`src/rtl/ibus_ia6_pkg.sv`:
```
// Package for the iBus frame decoder: codes, constants and the structs
// passed between the stages. No dependencies.
`timescale 1ns / 1ps
package ibus_ia6_pkg;

    localparam int unsigned CHANNEL_LIMIT = 8;
    localparam int unsigned FRAME_BYTES   = 31;

    typedef logic [1:0] t_op;
    localparam t_op OP_BYTE    = 2'd0;
    localparam t_op OP_GAP     = 2'd1;
    localparam t_op OP_TIMEOUT = 2'd2;

    typedef logic [1:0] t_kind;
    localparam t_kind KIND_UPDATE = 2'd0;
    localparam t_kind KIND_GOOD   = 2'd1;
    localparam t_kind KIND_FAIL   = 2'd2;

    typedef logic t_cfg_idx;
    localparam t_cfg_idx CFG_MAGIC     = 1'b0;
    localparam t_cfg_idx CFG_MAX_FAILS = 1'b1;

    localparam logic [7:0] MAGIC_RESET     = 8'h55;
    localparam logic [7:0] MAX_FAILS_RESET = 8'd3;
    localparam logic [7:0] FAIL_SAT        = 8'hFF;

    typedef enum logic [1:0] {
        MODE_HUNT,
        MODE_FRAME,
        MODE_STOP
    } t_mode;

    typedef struct packed {
        t_op        op;
        logic [7:0] data_byte;
    } t_item;

    typedef struct packed {
        t_kind       kind;
        logic [3:0]  channel_index;
        logic [11:0] channel_value;
        logic [7:0]  fail_count;
        logic        stopped;
    } t_result;

endpackage

```
`src/rtl/ibus_ia6_in_stage.sv`:
```
// Input register of the iBus frame decoder.
// Depends on ibus_ia6_pkg for the item struct.
`timescale 1ns / 1ps
module ibus_ia6_in_stage (
    input  logic                i_clk,
    input  logic                i_rst_n,
    input  logic                i_valid,
    output logic                o_ready,
    input  ibus_ia6_pkg::t_item i_item,
    input  logic                i_take,
    output logic                o_item_valid,
    output ibus_ia6_pkg::t_item o_item
);
    import ibus_ia6_pkg::*;

    logic  r_valid;
    t_item r_item;
    logic  accept;

    assign o_ready      = i_rst_n && (!r_valid || i_take);
    assign accept       = i_valid && o_ready;
    assign o_item_valid = r_valid;
    assign o_item       = r_item;

    always_ff @(posedge i_clk) begin
        if (!i_rst_n) begin
            r_valid <= 1'b0;
        end else if (accept) begin
            r_valid <= 1'b1;
        end else if (i_take) begin
            r_valid <= 1'b0;
        end
    end

    always_ff @(posedge i_clk) begin
        if (accept) begin
            r_item <= i_item;
        end
    end

endmodule

```
`src/rtl/ibus_ia6_core.sv`:
```
// Frame state machine, checksum and failure counter of the iBus decoder.
// Depends on ibus_ia6_pkg for codes, constants and structs.
`timescale 1ns / 1ps
module ibus_ia6_core (
    input  logic                     i_clk,
    input  logic                     i_rst_n,
    input  logic                     i_cfg_we,
    input  ibus_ia6_pkg::t_cfg_idx   i_cfg_index,
    input  logic [7:0]               i_cfg_data,
    input  logic                     i_fire,
    input  ibus_ia6_pkg::t_item      i_item,
    output logic                     o_has_result,
    output ibus_ia6_pkg::t_result    o_result
);
    import ibus_ia6_pkg::*;

    localparam logic [5:0] FB = 6'(FRAME_BYTES);
    localparam logic [4:0] CL = 5'(CHANNEL_LIMIT);

    logic [7:0]  r_magic, r_max_fails;
    t_mode       r_mode, n_mode;
    logic [4:0]  r_pos, n_pos;
    logic [15:0] r_sum, n_sum;
    logic [7:0]  r_hold, n_hold;
    logic        r_matched, n_matched;
    logic [7:0]  r_failures, n_failures;

    logic [7:0]  b;
    logic [5:0]  p6;
    logic [15:0] word;
    logic [3:0]  ch;
    logic        halted, at_limit, live, is_timeout, in_byte;
    logic        is_first, is_last, csum_ok, frame_good, frame_fail;
    logic        mid, take_low, word_done, upd, any_fail, fail_stop;
    logic [7:0]  fail_inc;

    assign b          = i_item.data_byte;
    assign p6         = {1'b0, r_pos};
    assign word       = {b, r_hold};
    assign ch         = 4'((r_pos - 5'd2) >> 1);
    assign halted     = (r_mode == MODE_STOP);
    assign at_limit   = (r_failures >= r_max_fails);
    assign live       = !halted && !at_limit;
    assign is_timeout = live && (i_item.op == OP_TIMEOUT);
    assign in_byte    = live && (r_mode == MODE_FRAME) && (i_item.op == OP_BYTE);
    assign is_first   = in_byte && (r_pos == 5'd0);
    assign is_last    = in_byte && (r_pos != 5'd0) && (p6 + 6'd1 >= FB);
    assign csum_ok    = r_matched && (word == r_sum);
    assign frame_good = is_last && csum_ok;
    assign frame_fail = is_last && !csum_ok;
    assign mid        = in_byte && (r_pos != 5'd0) && !is_last;
    // Low byte of a word, or the low checksum byte.
    assign take_low   = mid && ((p6 + 6'd2 == FB) || r_pos[0]);
    // Drop the lone byte before the checksum on even frame lengths.
    assign word_done  = mid && !take_low && !(p6 + 6'd3 > FB);
    assign upd        = word_done && r_matched && ({1'b0, ch} < CL);
    assign any_fail   = is_timeout || frame_fail;
    assign fail_inc   = (r_failures == FAIL_SAT) ? FAIL_SAT : r_failures + 8'd1;
    assign fail_stop  = (fail_inc >= r_max_fails);

    // Next state.
    always_comb begin
        n_mode     = r_mode;
        n_pos      = r_pos;
        n_sum      = r_sum;
        n_hold     = r_hold;
        n_matched  = r_matched;
        n_failures = r_failures;
        if (i_fire && !halted) begin
            if (at_limit) begin
                n_mode = MODE_STOP;
            end else if (any_fail) begin
                n_failures = fail_inc;
                n_mode     = fail_stop ? MODE_STOP : MODE_HUNT;
                n_pos      = 5'd0;
            end else if (r_mode == MODE_HUNT && i_item.op == OP_GAP) begin
                n_mode = MODE_FRAME;
                n_pos  = 5'd0;
            end
            if (is_first) begin
                n_matched = (b == r_magic);
                n_sum     = 16'd0;
                n_pos     = 5'd1;
            end
            if (frame_good) begin
                n_failures = 8'd0;
                n_pos      = 5'd0;
            end
            if (mid) begin
                n_pos = r_pos + 5'd1;
            end
            if (take_low) begin
                n_hold = b;
            end
            if (word_done) begin
                n_sum = r_sum + word;
            end
        end
    end

    // Result.
    always_comb begin
        o_has_result = 1'b0;
        o_result     = '0;
        if (any_fail) begin
            o_has_result        = 1'b1;
            o_result.kind       = KIND_FAIL;
            o_result.fail_count = fail_inc;
            o_result.stopped    = fail_stop;
        end else if (frame_good) begin
            o_has_result  = 1'b1;
            o_result.kind = KIND_GOOD;
        end else if (upd) begin
            o_has_result           = 1'b1;
            o_result.kind          = KIND_UPDATE;
            o_result.channel_index = ch;
            o_result.channel_value = word[11:0];
            o_result.fail_count    = r_failures;
        end
    end

    always_ff @(posedge i_clk) begin
        if (!i_rst_n) begin
            r_magic     <= MAGIC_RESET;
            r_max_fails <= MAX_FAILS_RESET;
        end else if (i_cfg_we) begin
            case (i_cfg_index)
                CFG_MAGIC:     r_magic     <= i_cfg_data;
                CFG_MAX_FAILS: r_max_fails <= i_cfg_data;
                default:       r_magic     <= r_magic;
            endcase
        end
    end

    always_ff @(posedge i_clk) begin
        if (!i_rst_n) begin
            r_mode     <= MODE_HUNT;
            r_pos      <= 5'd0;
            r_sum      <= 16'd0;
            r_hold     <= 8'd0;
            r_matched  <= 1'b0;
            r_failures <= 8'd0;
        end else begin
            r_mode     <= n_mode;
            r_pos      <= n_pos;
            r_sum      <= n_sum;
            r_hold     <= n_hold;
            r_matched  <= n_matched;
            r_failures <= n_failures;
        end
    end

endmodule

```
`src/rtl/ibus_ia6_out_stage.sv`:
```
// Result register of the iBus frame decoder.
// Depends on ibus_ia6_pkg for the result struct.
`timescale 1ns / 1ps
module ibus_ia6_out_stage (
    input  logic                  i_clk,
    input  logic                  i_rst_n,
    input  logic                  i_load,
    input  ibus_ia6_pkg::t_result i_result,
    output logic                  o_free,
    output logic                  o_valid,
    input  logic                  i_ready,
    output ibus_ia6_pkg::t_result o_result
);
    import ibus_ia6_pkg::*;

    logic    r_valid;
    t_result r_result;

    assign o_free   = !r_valid || i_ready;
    assign o_valid  = r_valid;
    assign o_result = r_result;

    always_ff @(posedge i_clk) begin
        if (!i_rst_n) begin
            r_valid <= 1'b0;
        end else if (i_load) begin
            r_valid <= 1'b1;
        end else if (i_ready) begin
            r_valid <= 1'b0;
        end
    end

    always_ff @(posedge i_clk) begin
        if (i_load) begin
            r_result <= i_result;
        end
    end

endmodule

```
`src/rtl/ibus_ia6_frame_decoder_unit.sv`:
```
// Top level of the iBus frame decoder: input register, frame core, result register.
// Depends on ibus_ia6_pkg, ibus_ia6_in_stage, ibus_ia6_core, ibus_ia6_out_stage.
//
// Usage:
//   Input channel (i_valid / o_ready) carries one transaction per UART byte
//   (op byte), interframe gap (op gap) or timeout (op timeout).
//   Output channel (o_valid / i_ready) carries channel updates, frame-good
//   reports and failure reports; a transaction yields zero or one result.
//   Configuration: write i_cfg_data to register i_cfg_index (0 magic byte,
//   1 failure limit) while i_cfg_we is high; write only while the block is idle.
// Timing:
//   One transaction per cycle sustained while the result register is free.
//   A result reaches o_valid by way of both registers: the item waits in
//   the input register while the frame core decodes it into the result register.
//   The frame core computes all its counter updates combinationally, so the
//   rate is set by the input register handing over one item per clock.
// Reset (synchronous, i_rst_n low): hunt for a gap, clear counters and
//   failures, restore magic 0x55 and limit 3; o_ready stays low.
// Stall: when i_ready is low the result register holds; the input register
//   still takes one transaction, then o_ready drops until the result drains.
`timescale 1ns / 1ps
module ibus_ia6_frame_decoder_unit (
    input  logic        i_clk,
    input  logic        i_rst_n,
    input  logic        i_cfg_we,
    input  logic        i_cfg_index,
    input  logic [7:0]  i_cfg_data,
    input  logic        i_valid,
    output logic        o_ready,
    input  logic [1:0]  i_op,
    input  logic [7:0]  i_data_byte,
    output logic        o_valid,
    input  logic        i_ready,
    output logic [1:0]  o_kind,
    output logic [3:0]  o_channel_index,
    output logic [11:0] o_channel_value,
    output logic [7:0]  o_fail_count,
    output logic        o_stopped
);
    import ibus_ia6_pkg::*;

    t_item   in_item, stage_item;
    t_result core_result, out_result;
    logic    stage_valid, core_has_result, out_free, fire;

    assign in_item.op        = i_op;
    assign in_item.data_byte = i_data_byte;

    // Advance the held item whenever the result register can take its result.
    assign fire = stage_valid && out_free;

    ibus_ia6_in_stage u_in (
        .i_clk        (i_clk),
        .i_rst_n      (i_rst_n),
        .i_valid      (i_valid),
        .o_ready      (o_ready),
        .i_item       (in_item),
        .i_take       (fire),
        .o_item_valid (stage_valid),
        .o_item       (stage_item)
    );

    ibus_ia6_core u_core (
        .i_clk        (i_clk),
        .i_rst_n      (i_rst_n),
        .i_cfg_we     (i_cfg_we),
        .i_cfg_index  (i_cfg_index),
        .i_cfg_data   (i_cfg_data),
        .i_fire       (fire),
        .i_item       (stage_item),
        .o_has_result (core_has_result),
        .o_result     (core_result)
    );

    ibus_ia6_out_stage u_out (
        .i_clk    (i_clk),
        .i_rst_n  (i_rst_n),
        .i_load   (fire && core_has_result),
        .i_result (core_result),
        .o_free   (out_free),
        .o_valid  (o_valid),
        .i_ready  (i_ready),
        .o_result (out_result)
    );

    assign o_kind          = out_result.kind;
    assign o_channel_index = out_result.channel_index;
    assign o_channel_value = out_result.channel_value;
    assign o_fail_count    = out_result.fail_count;
    assign o_stopped       = out_result.stopped;

endmodule

```
`config.mk`:
```
export PLATFORM = sky130hd
export DESIGN_NAME = ibus_ia6_frame_decoder_unit
export DESIGN_NICKNAME = d
export VERILOG_FILES = /design/src/rtl/ibus_ia6_pkg.sv /design/src/rtl/ibus_ia6_in_stage.sv /design/src/rtl/ibus_ia6_core.sv /design/src/rtl/ibus_ia6_out_stage.sv /design/src/rtl/ibus_ia6_frame_decoder_unit.sv
export SDC_FILE = /design/constraint.sdc
export NUM_CORES = 1
export LEC_CHECK = 0
export ABC_AREA = 0
export BUFFER_PORTS_ARGS = -buffer_cell sky130_fd_sc_hd__buf_4
export CORE_MARGIN = 5
export CORE_UTILIZATION = 50
export CTS_CLUSTER_SIZE = 28
export DETAILED_ROUTE_END_ITERATION = 10
export GPL_ROUTABILITY_DRIVEN = 0
export MAX_ROUTING_LAYER = met4
export PLACE_DENSITY = 0.76
export SYNTH_ARGS = -nofsm -noshare
export SYNTH_HDL_FRONTEND = slang
export SYNTH_SLANG_ARGS = --single-unit
export TNS_END_PERCENT = 5
```
`constraint.sdc`:
```
create_clock -name i_clk -period 4.6 [get_ports i_clk]
set_input_delay 0.46 -clock i_clk [delete_from_list [all_inputs] [get_ports i_clk]]
set_output_delay 0.46 -clock i_clk [all_outputs]
set_load 0.01 [all_outputs]
```
==> results of run 1 <==
==> area by class of cell <==
| type | count | area, um^2 |
|---|---|---|
| Clock buffer | 11 | 163 |
| Clock inverter | 5 | 60.1 |
| Fill cell | 871 | 4330 |
| Inverter | 16 | 60.1 |
| Multi-Input combinational cell | 413 | 2760 |
| Sequential cell | 95 | 2270 |
| Tap cell | 136 | 170 |
| Timing Repair Buffer | 55 | 413 |
==> metal layers <==
layer,up-vias,wire length [um],track usage
li1,2052,-,-
met1,1926,5210,0.256
met5,-,0,-
met3,25,629,0.0243
met4,0,337,0.0970
met2,123,5330,0.295
==> kinds of logic after synthesis <==
| group | after synthesis | share of synthesized area |
|---|---|---|
| AO/OA/AOI/OAI | 109 | 0.138 |
| XOR/XNOR | 29 | 0.0488 |
| adder cells (fa/ha/maj) | 39 | 0.0951 |
| buffers and inverters | 40 | 0.0346 |
| flip-flops | 95 | 0.436 |
| multiplexers | 12 | 0.0231 |
| other | 1 | 0.000720 |
| AND/OR/NAND/NOR | 223 | 0.224 |
==> stage by stage <==
| step | hold WS, ps | std cells |
|---|---|---|
| after global routing | 234 | 731 |
| after detailed placement | 452 | 715 |
| after global placement | 443 | 715 |
| final | 251 | 731 |
| after floorplan | 436 | 548 |
| after CTS | 233 | 731 |
==> cells in the final DEF (no fill, tap or decap), types with 10 or more instances in the layout <==
| cell | synthesis | routed |
|---|---|---|
| mux2i_1 | 12 | 12 |
| buf_4 | 2 | 55 |
| nor2_1 | 45 | 45 |
| xnor2_1 | 20 | 20 |
| o21ai_0 | 10 | 10 |
| ha_1 | 38 | 38 |
| inv_1 | 15 | 15 |
| nand2_1 | 63 | 63 |
| a21oi_1 | 44 | 44 |
| a21o_1 | 10 | 10 |
| clkbuf_8 | 0 | 10 |
| edfxtp_1 | 37 | 37 |
| nand3_1 | 30 | 30 |
| dfxtp_1 | 58 | 58 |
| and2_1 | 20 | 20 |
==> flip-flops by register name, summed over array words and instances (netlist names) <==
name	cells
u_in.o_item	10
u_core.r_matched	1
u_core.r_hold	8
u_out.o_valid	1
u_core.r_mode	2
u_core.r_pos	5
u_core.r_max_fails	8
u_core.r_sum	16
u_core.r_magic	8
u_in.o_item_valid	1
u_core.r_failures	8
u_out.o_result	27
==> worst max path at each step <==
stage                         endpoint                  from  slack, ps
floorplan            u_out.o_result[0]       u_core.r_pos[1]        870
global placement      u_core.r_mode[1]  u_core.r_failures[3]       1560
detailed placement  u_out.o_result[14]       u_core.r_pos[1]       1550
CTS                   u_core.r_mode[1]  u_core.r_failures[3]       1500
global route          u_core.r_mode[1]  u_core.r_failures[2]       1160
finish                u_core.r_mode[1]  u_core.r_failures[3]       1500
==> worst reg2reg max path: cells and delay by family (launching register included) <==
kind / cells / cell delay [ps]
flops: 1 / 480
fa+ha+maj: 1 / 270
compound gates: 6 / 1090
simple gates: 6 / 1150
==> power groups by stage <==
| stage | registers [uW] | clock network (uW) | logic [uW] |
|---|---|---|---|
| after floorplan | 914 | 0 | 69.5 |
| after global placement | 918 | 0 | 105 |
| after detailed placement | 919 | 0 | 106 |
| after CTS | 899 | 616 | 107 |
| after global routing | 901 | 650 | 120 |
| final | 899 | 603 | 108 |
==> impl_metrics.json, run 1 <==
{
  "synth.distinct_cells": 64,
  "path_buf_inv": 0,
  "path_common_cell": "a21oi_1",
  "fmaxAchievable_mhz": 323,
  "crit_slowest_cell": "dfxtp_1",
  "clkPwrFrac": 0.375,
  "grt_overflow_total": 0,
  "place_area_mm2": 0.00567,
  "path_clk_slew_ps": 90,
  "fin_area_mm2": 0.00590,
  "post_synth.cell_area_avg_um2": 9.51,
  "syn_nets": 611,
  "ant_nets": 0,
  "outcome": "finished clean",
  "period_needed_ps": 3100,
  "cts_made_buffers": 9,
  "relSlewSlack": 0.194,
  "core-area_mm2": 0.0102,
  "ys_ff_latch": 95,
  "antenna_found_initial": 0,
  "drive_gt1_frac": 0.150,
  "seqPwrFrac": 0.558,
  "holdBufCountCts": 0,
  "fin_ws_ps": 1500,
  "finalPower_uw": 1610,
  "synth_top_area_frac": 0.223,
  "async_flop_share": 0,
  "ctsLongestPathBuffers": 2,
  "path_delay_family": "simple AND/OR/NAND/NOR gates",
  "synth.area.top_cells": "dfxtp_1 (22%), edfxtp_1 (21%), ha_1 (9.1%)",
  "grt_max_degree": 46,
  "cts_max_level": 3,
  "crit_type": "register to register",
  "final.setup.tns_ps": 0,
  "yosys.area.top_type": "dfxtp_1",
  "cp-end-kind": "register",
  "startpoint_type": "register",
  "holdCritPathClass": "input port to register",
  "rr_startpoint": "u_core.r_failures[3]",
  "rows": 37,
  "cts_tree": "yes",
  "root_buffer": "clkbuf_8",
  "yosysMostFrequentCell": "nand2_1",
  "finalClockSkew_ps": 14.2,
  "synth_edf_count": 37,
  "dieArea_mm2": 0.0126,
  "rrSetupSlack_ps": 1500,
  "routed_via_density": 5.64,
  "synth_area_mm2": 0.00521,
  "die_w_um": 112,
  "nets": 653,
  "synth_cells": 548,
  "setup_viol": 0,
  "grt_use_total": 0.194,
  "cellInternalPower_uw": 1230,
  "min_delay_path_depth": 1,
  "wire_per_inst_um": 15.7,
  "worstSetupPathDepth": 13,
  "vias": 4126,
  "crit_arrival_ps": 3360,
  "max_stage_delay_ps": 480,
  "areaGrowthSynthToFinish_pct": 13.2,
  "min-delay-start": "i_data_byte[5]",
  "ys_seq_area_frac": 0.436,
  "fp.dieH_um": 112,
  "required_ps": 4860,
  "diodes": 0,
  "tightest_slew_ps": 1200,
  "final_hold_viol_count": 0,
  "cap_violations": 0,
  "grt_pass1_wl_mm": 19.2,
  "switching_power_uw": 380,
  "fin_crit_sh": 0.673,
  "drt_iter0_markers": 253,
  "num_io_pins": 53,
  "min_to": "u_in.o_item[5]",
  "yosys_warnings": 0,
  "grt_pass1_vias": 3912,
  "cts_resized": 0,
  "p_sw_frac": 0.236,
  "drc": 0,
  "rsz0062_at_grt": "false",
  "reg2reg_to": "u_core.r_mode[1]",
  "p_leak_uw": 0.00245,
  "initial_core_util": 0.509,
  "pwr-share-comb": 0.067,
  "synthFlopType": "dfxtp_1",
  "dp.final_hpwl_mm": 8.39,
  "crit_chain": "nand3_1, nor2_1, nand4_1, and2_1, ha_1, nand2b_1, a21o_1, a21oi_1, nor2b_1, o211ai_1, a21oi_1, o21a_1, o311a_1",
  "cts_setup_buffers": 0,
  "cts_num_sinks": 95,
  "post-place-ws_ps": 1550,
  "powerDensity_mw_per_mm2": 273,
  "drtPass1Iterations": 5,
  "crit_path_max_fanout": 6,
  "worstSkewPairLatency_ps": 380,
  "postLayoutCoreUtil": 0.576,
  "rr_worst_depth": 13,
  "finalMaxSlewViolations": 0,
  "irDropWorstVdd_uv": 166,
  "postRouteWirelength_mm": 11.5,
  "io_buffers": 52,
  "ys_top_cells_by_count": "nand2_1 (63), dfxtp_1 (58), nor2_1 (45), a21oi_1 (44), ha_1 (38)"
}
No activity file was read; power rests on OpenSTA's default activity.
==> run 2: changes to the inputs <==
==> constraint.sdc (replaced) <==
create_clock -name i_clk -period 3.05 [get_ports i_clk]
set_input_delay 0.305 -clock i_clk [delete_from_list [all_inputs] [get_ports i_clk]]
set_output_delay 0.305 -clock i_clk [all_outputs]
set_load 0.01 [all_outputs]
==> impl_metrics.json, run 2 (same netlist as run 1, synthesis figures left out) <==
{
  "largest_reg_flops": 27,
  "cts_made_buffers": 9,
  "diodes": 0,
  "p_sw_frac": 0.223,
  "cts_max_level": 3,
  "irDropWorstVdd_uv": 233,
  "vias": 4192,
  "routed_via_density": 5.63,
  "grt-busiest-layer": "met2",
  "drt_iter0_markers": 174,
  "multi_input_area_mm2": 0.00277,
  "drtPass1Iterations": 5,
  "antenna_found_initial": 0,
  "worstSkewPairLatency_ps": 380,
  "powerDensity_mw_per_mm2": 417,
  "dp.final_hpwl_mm": 8.64,
  "seqPwrFrac": 0.535,
  "switching_power_uw": 563,
  "relSlewSlack": 0.580,
  "cap_violations": 0,
  "nets": 667,
  "fin_cells": 745,
  "period_needed_ps": 2890,
  "holdCritPathClass": "input port to register",
  "grt_pass1_wl_mm": 19.5,
  "place_inst": 729,
  "fp.dieH_um": 112,
  "io_buffers": 52,
  "grt_overflow_total": 0,
  "finalPower_uw": 2530,
  "cp-end-kind": "register",
  "crit_arrival_ps": 3160,
  "tightest_slew_ps": 629,
  "p_leak_uw": 0.00254,
  "crit_path_max_fanout": 6,
  "cts_setup_buffers": 0,
  "rows": 37,
  "fin_crit_sh": 0.948,
  "final_hold_viol_count": 0,
  "wire_per_inst_um": 16.0,
  "seqCellArea_mm2": 0.00228,
  "finalClockSkew_ps": 10.1,
  "cts_tree": "yes",
  "finalMaxSlewViolations": 0,
  "num_io_pins": 53,
  "fillers": 870,
  "core-area_mm2": 0.0102,
  "outcome": "finished clean",
  "final.setup.tns_ps": 0,
  "grt_pass1_vias": 4008,
  "grt_use_total": 0.197,
  "cellInternalPower_uw": 1960,
  "cts_resized": 0,
  "final_cell_mix": "buf_4 (68), nand2_1 (63), dfxtp_1 (54)",
  "startpoint_type": "register",
  "initial_core_util": 0.509,
  "holdBufCountCts": 0,
  "grt_max_degree": 45,
  "areaGrowthSynthToFinish_pct": 16.3,
  "required_ps": 3320,
  "ctsLongestPathBuffers": 2,
  "postRouteWirelength_mm": 11.9,
  "drc": 0,
  "crit_type": "register to register",
  "pwr-share-comb": 0.069,
  "die_w_um": 112,
  "met3_usage": 0.0313,
  "drive_gt1_frac": 0.181,
  "cts_num_sinks": 95,
  "root_buffer": "clkbuf_8",
  "holdWs_ps": 99.3,
  "clkPwrFrac": 0.396,
  "ant_nets": 0,
  "setup_viol": 0,
  "fmaxAchievable_mhz": 346,
  "layout_commonest_cell": "buf_4",
  "path_clk_slew_ps": 90,
  "met1_usage": 0.247,
  "dieArea_mm2": 0.0126,
  "globalRouteMet2Util": 0.314
}
run 2: changes by cell type in the layout (fill, tap and decap cells not counted), moves of 2 or more:
cell	delta
buf_4	+13
dfxtp_1	-4
dfxtp_2	+4
inv_6	-2
nor2_1	-2
nor2_2	+2
run 2: per-stage QoR:
step	area [um^2]	setup WS, ps	utilization
2_1_floorplan	5220	107	-
3_3_place_gp	5800	165	0.567
3_5_place_dp	5800	107	0.567
4_1_cts	6050	62.5	0.591
5_1_grt	6060	-20.8	0.592
6_report	6060	160	0.592
run 2: power by group through the flow:
stage,Sequential (uW),Combinational (uW),Clock [uW]
3_5_place_dp,1380,173,0
5_1_grt,1360,193,1070
6_report,1350,175,999
2_1_floorplan,1380,106,0
3_3_place_gp,1380,170,0
4_1_cts,1350,174,1010
run 2: metal layers:
layer	up-vias	wire length [um]
met1	1987	5350
li1	2074	-
met4	0	254
met2	110	5710
met3	21	590
met5	-	0
run 2: cell type report:
class,count,area share
clock inverters,4,0.0122
flip-flops and latches,95,0.376
multi-input cells,413,0.457
clock buffers,12,0.0291
well taps,136,0.0281
repair buffers,69,0.0875
inverters,16,0.00991
run 2: worst max-delay path, stage by stage (launching register included):
cell and delay (ps):
dfxtp_2 410, nand3_1 150, nor2_2 210, nand4_1 180, and2_1 250, ha_1 280, nand2b_1 140, a21o_1 170
a21oi_1 190, nor2b_1 70, o211ai_1 180, a21oi_1 100, o21a_1 200, o311a_1 280
run 2: worst paths after layout:
check,startpoint,end,slack (ps),depth (start not counted)
max,u_core.r_failures[3],u_core.r_mode[1],160,13
min,i_data_byte[2],u_in.o_item[2],100,1
max reg2reg,u_core.r_failures[3],u_core.r_mode[1],160,13
min reg2reg,u_core.r_sum[2],u_core.r_sum[2],460,2
==> run 3: changes to the inputs <==
--- a/config.mk
+++ b/config.mk
@@ -9,11 +9,13 @@
 export BUFFER_PORTS_ARGS = -buffer_cell sky130_fd_sc_hd__buf_4
 export CORE_MARGIN = 5
 export CORE_UTILIZATION = 50
+export CTS_CLUSTER_DIAMETER = 100
 export CTS_CLUSTER_SIZE = 28
 export DETAILED_ROUTE_END_ITERATION = 10
 export GPL_ROUTABILITY_DRIVEN = 0
 export MAX_ROUTING_LAYER = met4
-export PLACE_DENSITY = 0.76
+export PLACE_DENSITY = 0.79
+export REMOVE_ABC_BUFFERS = 1
 export SYNTH_ARGS = -nofsm -noshare
 export SYNTH_HDL_FRONTEND = slang
 export SYNTH_SLANG_ARGS = --single-unit
==> constraint.sdc (replaced) <==
create_clock -name i_clk -period 2.65 [get_ports i_clk]
set_input_delay 0.265 -clock i_clk [delete_from_list [all_inputs] [get_ports i_clk]]
set_output_delay 0.265 -clock i_clk [all_outputs]
set_load 0.01 [all_outputs]
==> impl_metrics.json, run 3 (same netlist as run 1, synthesis figures left out) <==
{
  "cts_max_level": 3,
  "violations": "setup timing",
  "layout_commonest_cell": "buf_4",
  "cts_tree": "yes",
  "grt_overflow_total": 0,
  "ant_nets": 0,
  "wire_per_inst_um": 16.7,
  "worstSkewPairLatency_ps": 380,
  "fin_ws_ps": -21.0,
  "postLayoutCoreUtil": 0.644,
  "post-place-ws_ps": -96.7,
  "fin_crit_sh": 1.01,
  "place_inst": 770,
  "finalMaxSlewViolations": 0,
  "final_hold_viol_count": 0,
  "grt_max_degree": 45,
  "crit_path_max_fanout": 5,
  "ctsLongestPathBuffers": 2,
  "grt_use_total": 0.214,
  "fillers": 792,
  "postRouteWirelength_mm": 13.3,
  "min-delay-start": "i_data_byte[7]",
  "irDropWorstVdd_uv": 240,
  "antenna_found_initial": 0,
  "grt_pass1_vias": 4424,
  "cp-end-kind": "register",
  "powerDensity_mw_per_mm2": 435,
  "vias": 4562,
  "fp.dieH_um": 112,
  "holdBufCountCts": 0,
  "root_buffer": "clkbuf_8",
  "largest_reg_flops": 27,
  "core-area_mm2": 0.0102,
  "dieArea_mm2": 0.0126,
  "initial_core_util": 0.509,
  "drc": 0,
  "startpoint": "u_core.r_failures[4]",
  "outcome": "complete, but fails checks",
  "rows": 37,
  "drive_gt1_frac": 0.280,
  "routed_via_density": 5.72,
  "drtPass1Iterations": 5,
  "tightest_slew_ps": 752,
  "path_clk_slew_ps": 90,
  "p_leak_uw": 0.00283,
  "dp.final_hpwl_mm": 9.47,
  "holdCritPathClass": "input port to register",
  "fin_cells": 797,
  "final.setup.tns_ps": -21.0,
  "final_cell_mix": "buf_4 (119), nand2_1 (63), dfxtp_1 (49)",
  "cts_made_buffers": 9,
  "io_buffers": 52,
  "nets": 719,
  "finalClockSkew_ps": 12.3,
  "startpoint_type": "register",
  "setup_viol": 1,
  "grt_pass1_wl_mm": 21.1,
  "num_io_pins": 53,
  "rr_startpoint": "u_core.r_failures[4]",
  "crit_arrival_ps": 2940,
  "period_needed_ps": 2670,
  "rsz0062_at_grt": "true",
  "drt_iter0_markers": 416,
  "areaGrowthSynthToFinish_pct": 26.6,
  "required_ps": 2920,
  "die_w_um": 112,
  "cap_violations": 0,
  "crit_type": "register to register",
  "diodes": 0,
  "cts_num_sinks": 95,
  "fmaxAchievable_mhz": 374,
  "relSlewSlack": 0.498
}
[run 3: final timing paths]
check / endpoint / slack [ps] / cells past startpoint
hold reg to reg: u_core.r_sum[6] / 460 / 2
setup / recovery: u_core.r_mode[1] / -20 / 13
setup reg to reg: u_core.r_mode[1] / -20 / 13
hold / removal: u_in.o_item[7] / 50 / 1
[run 3: what timing repair did]
item | CTS | global route
resized for setup | 17 | 26
setup endpoints to repair | 46 | 52
pin swaps | 9 | 13
hold endpoints to repair | 0 | 0
setup buffers | 7 | 4
[run 3: area by class of cell]
type	instances	area (um^2)	share of cell area
Tap cell	136	170	0.0258
Inverter	16	60.1	0.00911
Clock inverter	3	65.1	0.00987
Timing Repair Buffer	121	933	0.142
Multi-Input combinational cell	413	2920	0.442
Sequential cell	95	2290	0.347
Clock buffer	13	160	0.0243
[run 3: metal layers]
metal	track usage	up-vias	part of all wire
met3	0.0410	39	0.073
met5	-	-	0
li1	-	2177	-
met4	0.0881	0	0.029
met1	0.269	2165	0.42
met2	0.341	181	0.48
[run 3: stage by stage]
stage	power (uW)	hold slack, ps	instance area, um^2
finish	2870	49.0	6590
global route	2970	38.1	6590
floorplan	1700	337	5090
CTS	2870	49.4	6450
global placement	1800	444	6110
detailed placement	1810	444	6110
[run 3: worst max-delay path, cell delays in order, from the launching register on]
cell,delay (ps)
dfxtp_2,350
nand3_2,110
nor2_2,120
nand4_1,150
buf_4,200
nand2b_4,90
ha_1,240
a21o_1,180
a21oi_1,140
nor2b_1,70
o211ai_1,230
a21oi_1,110
o21a_1,230
o311a_1,340
[run 3: where the power goes]
group / switching (uW) / total, uW / internal, uW
Combinational: 130 / 235 / 104
Sequential: 21.0 / 1560 / 1530
Clock: 490 / 1080 / 589
Total: 641 / 2870 / 2230
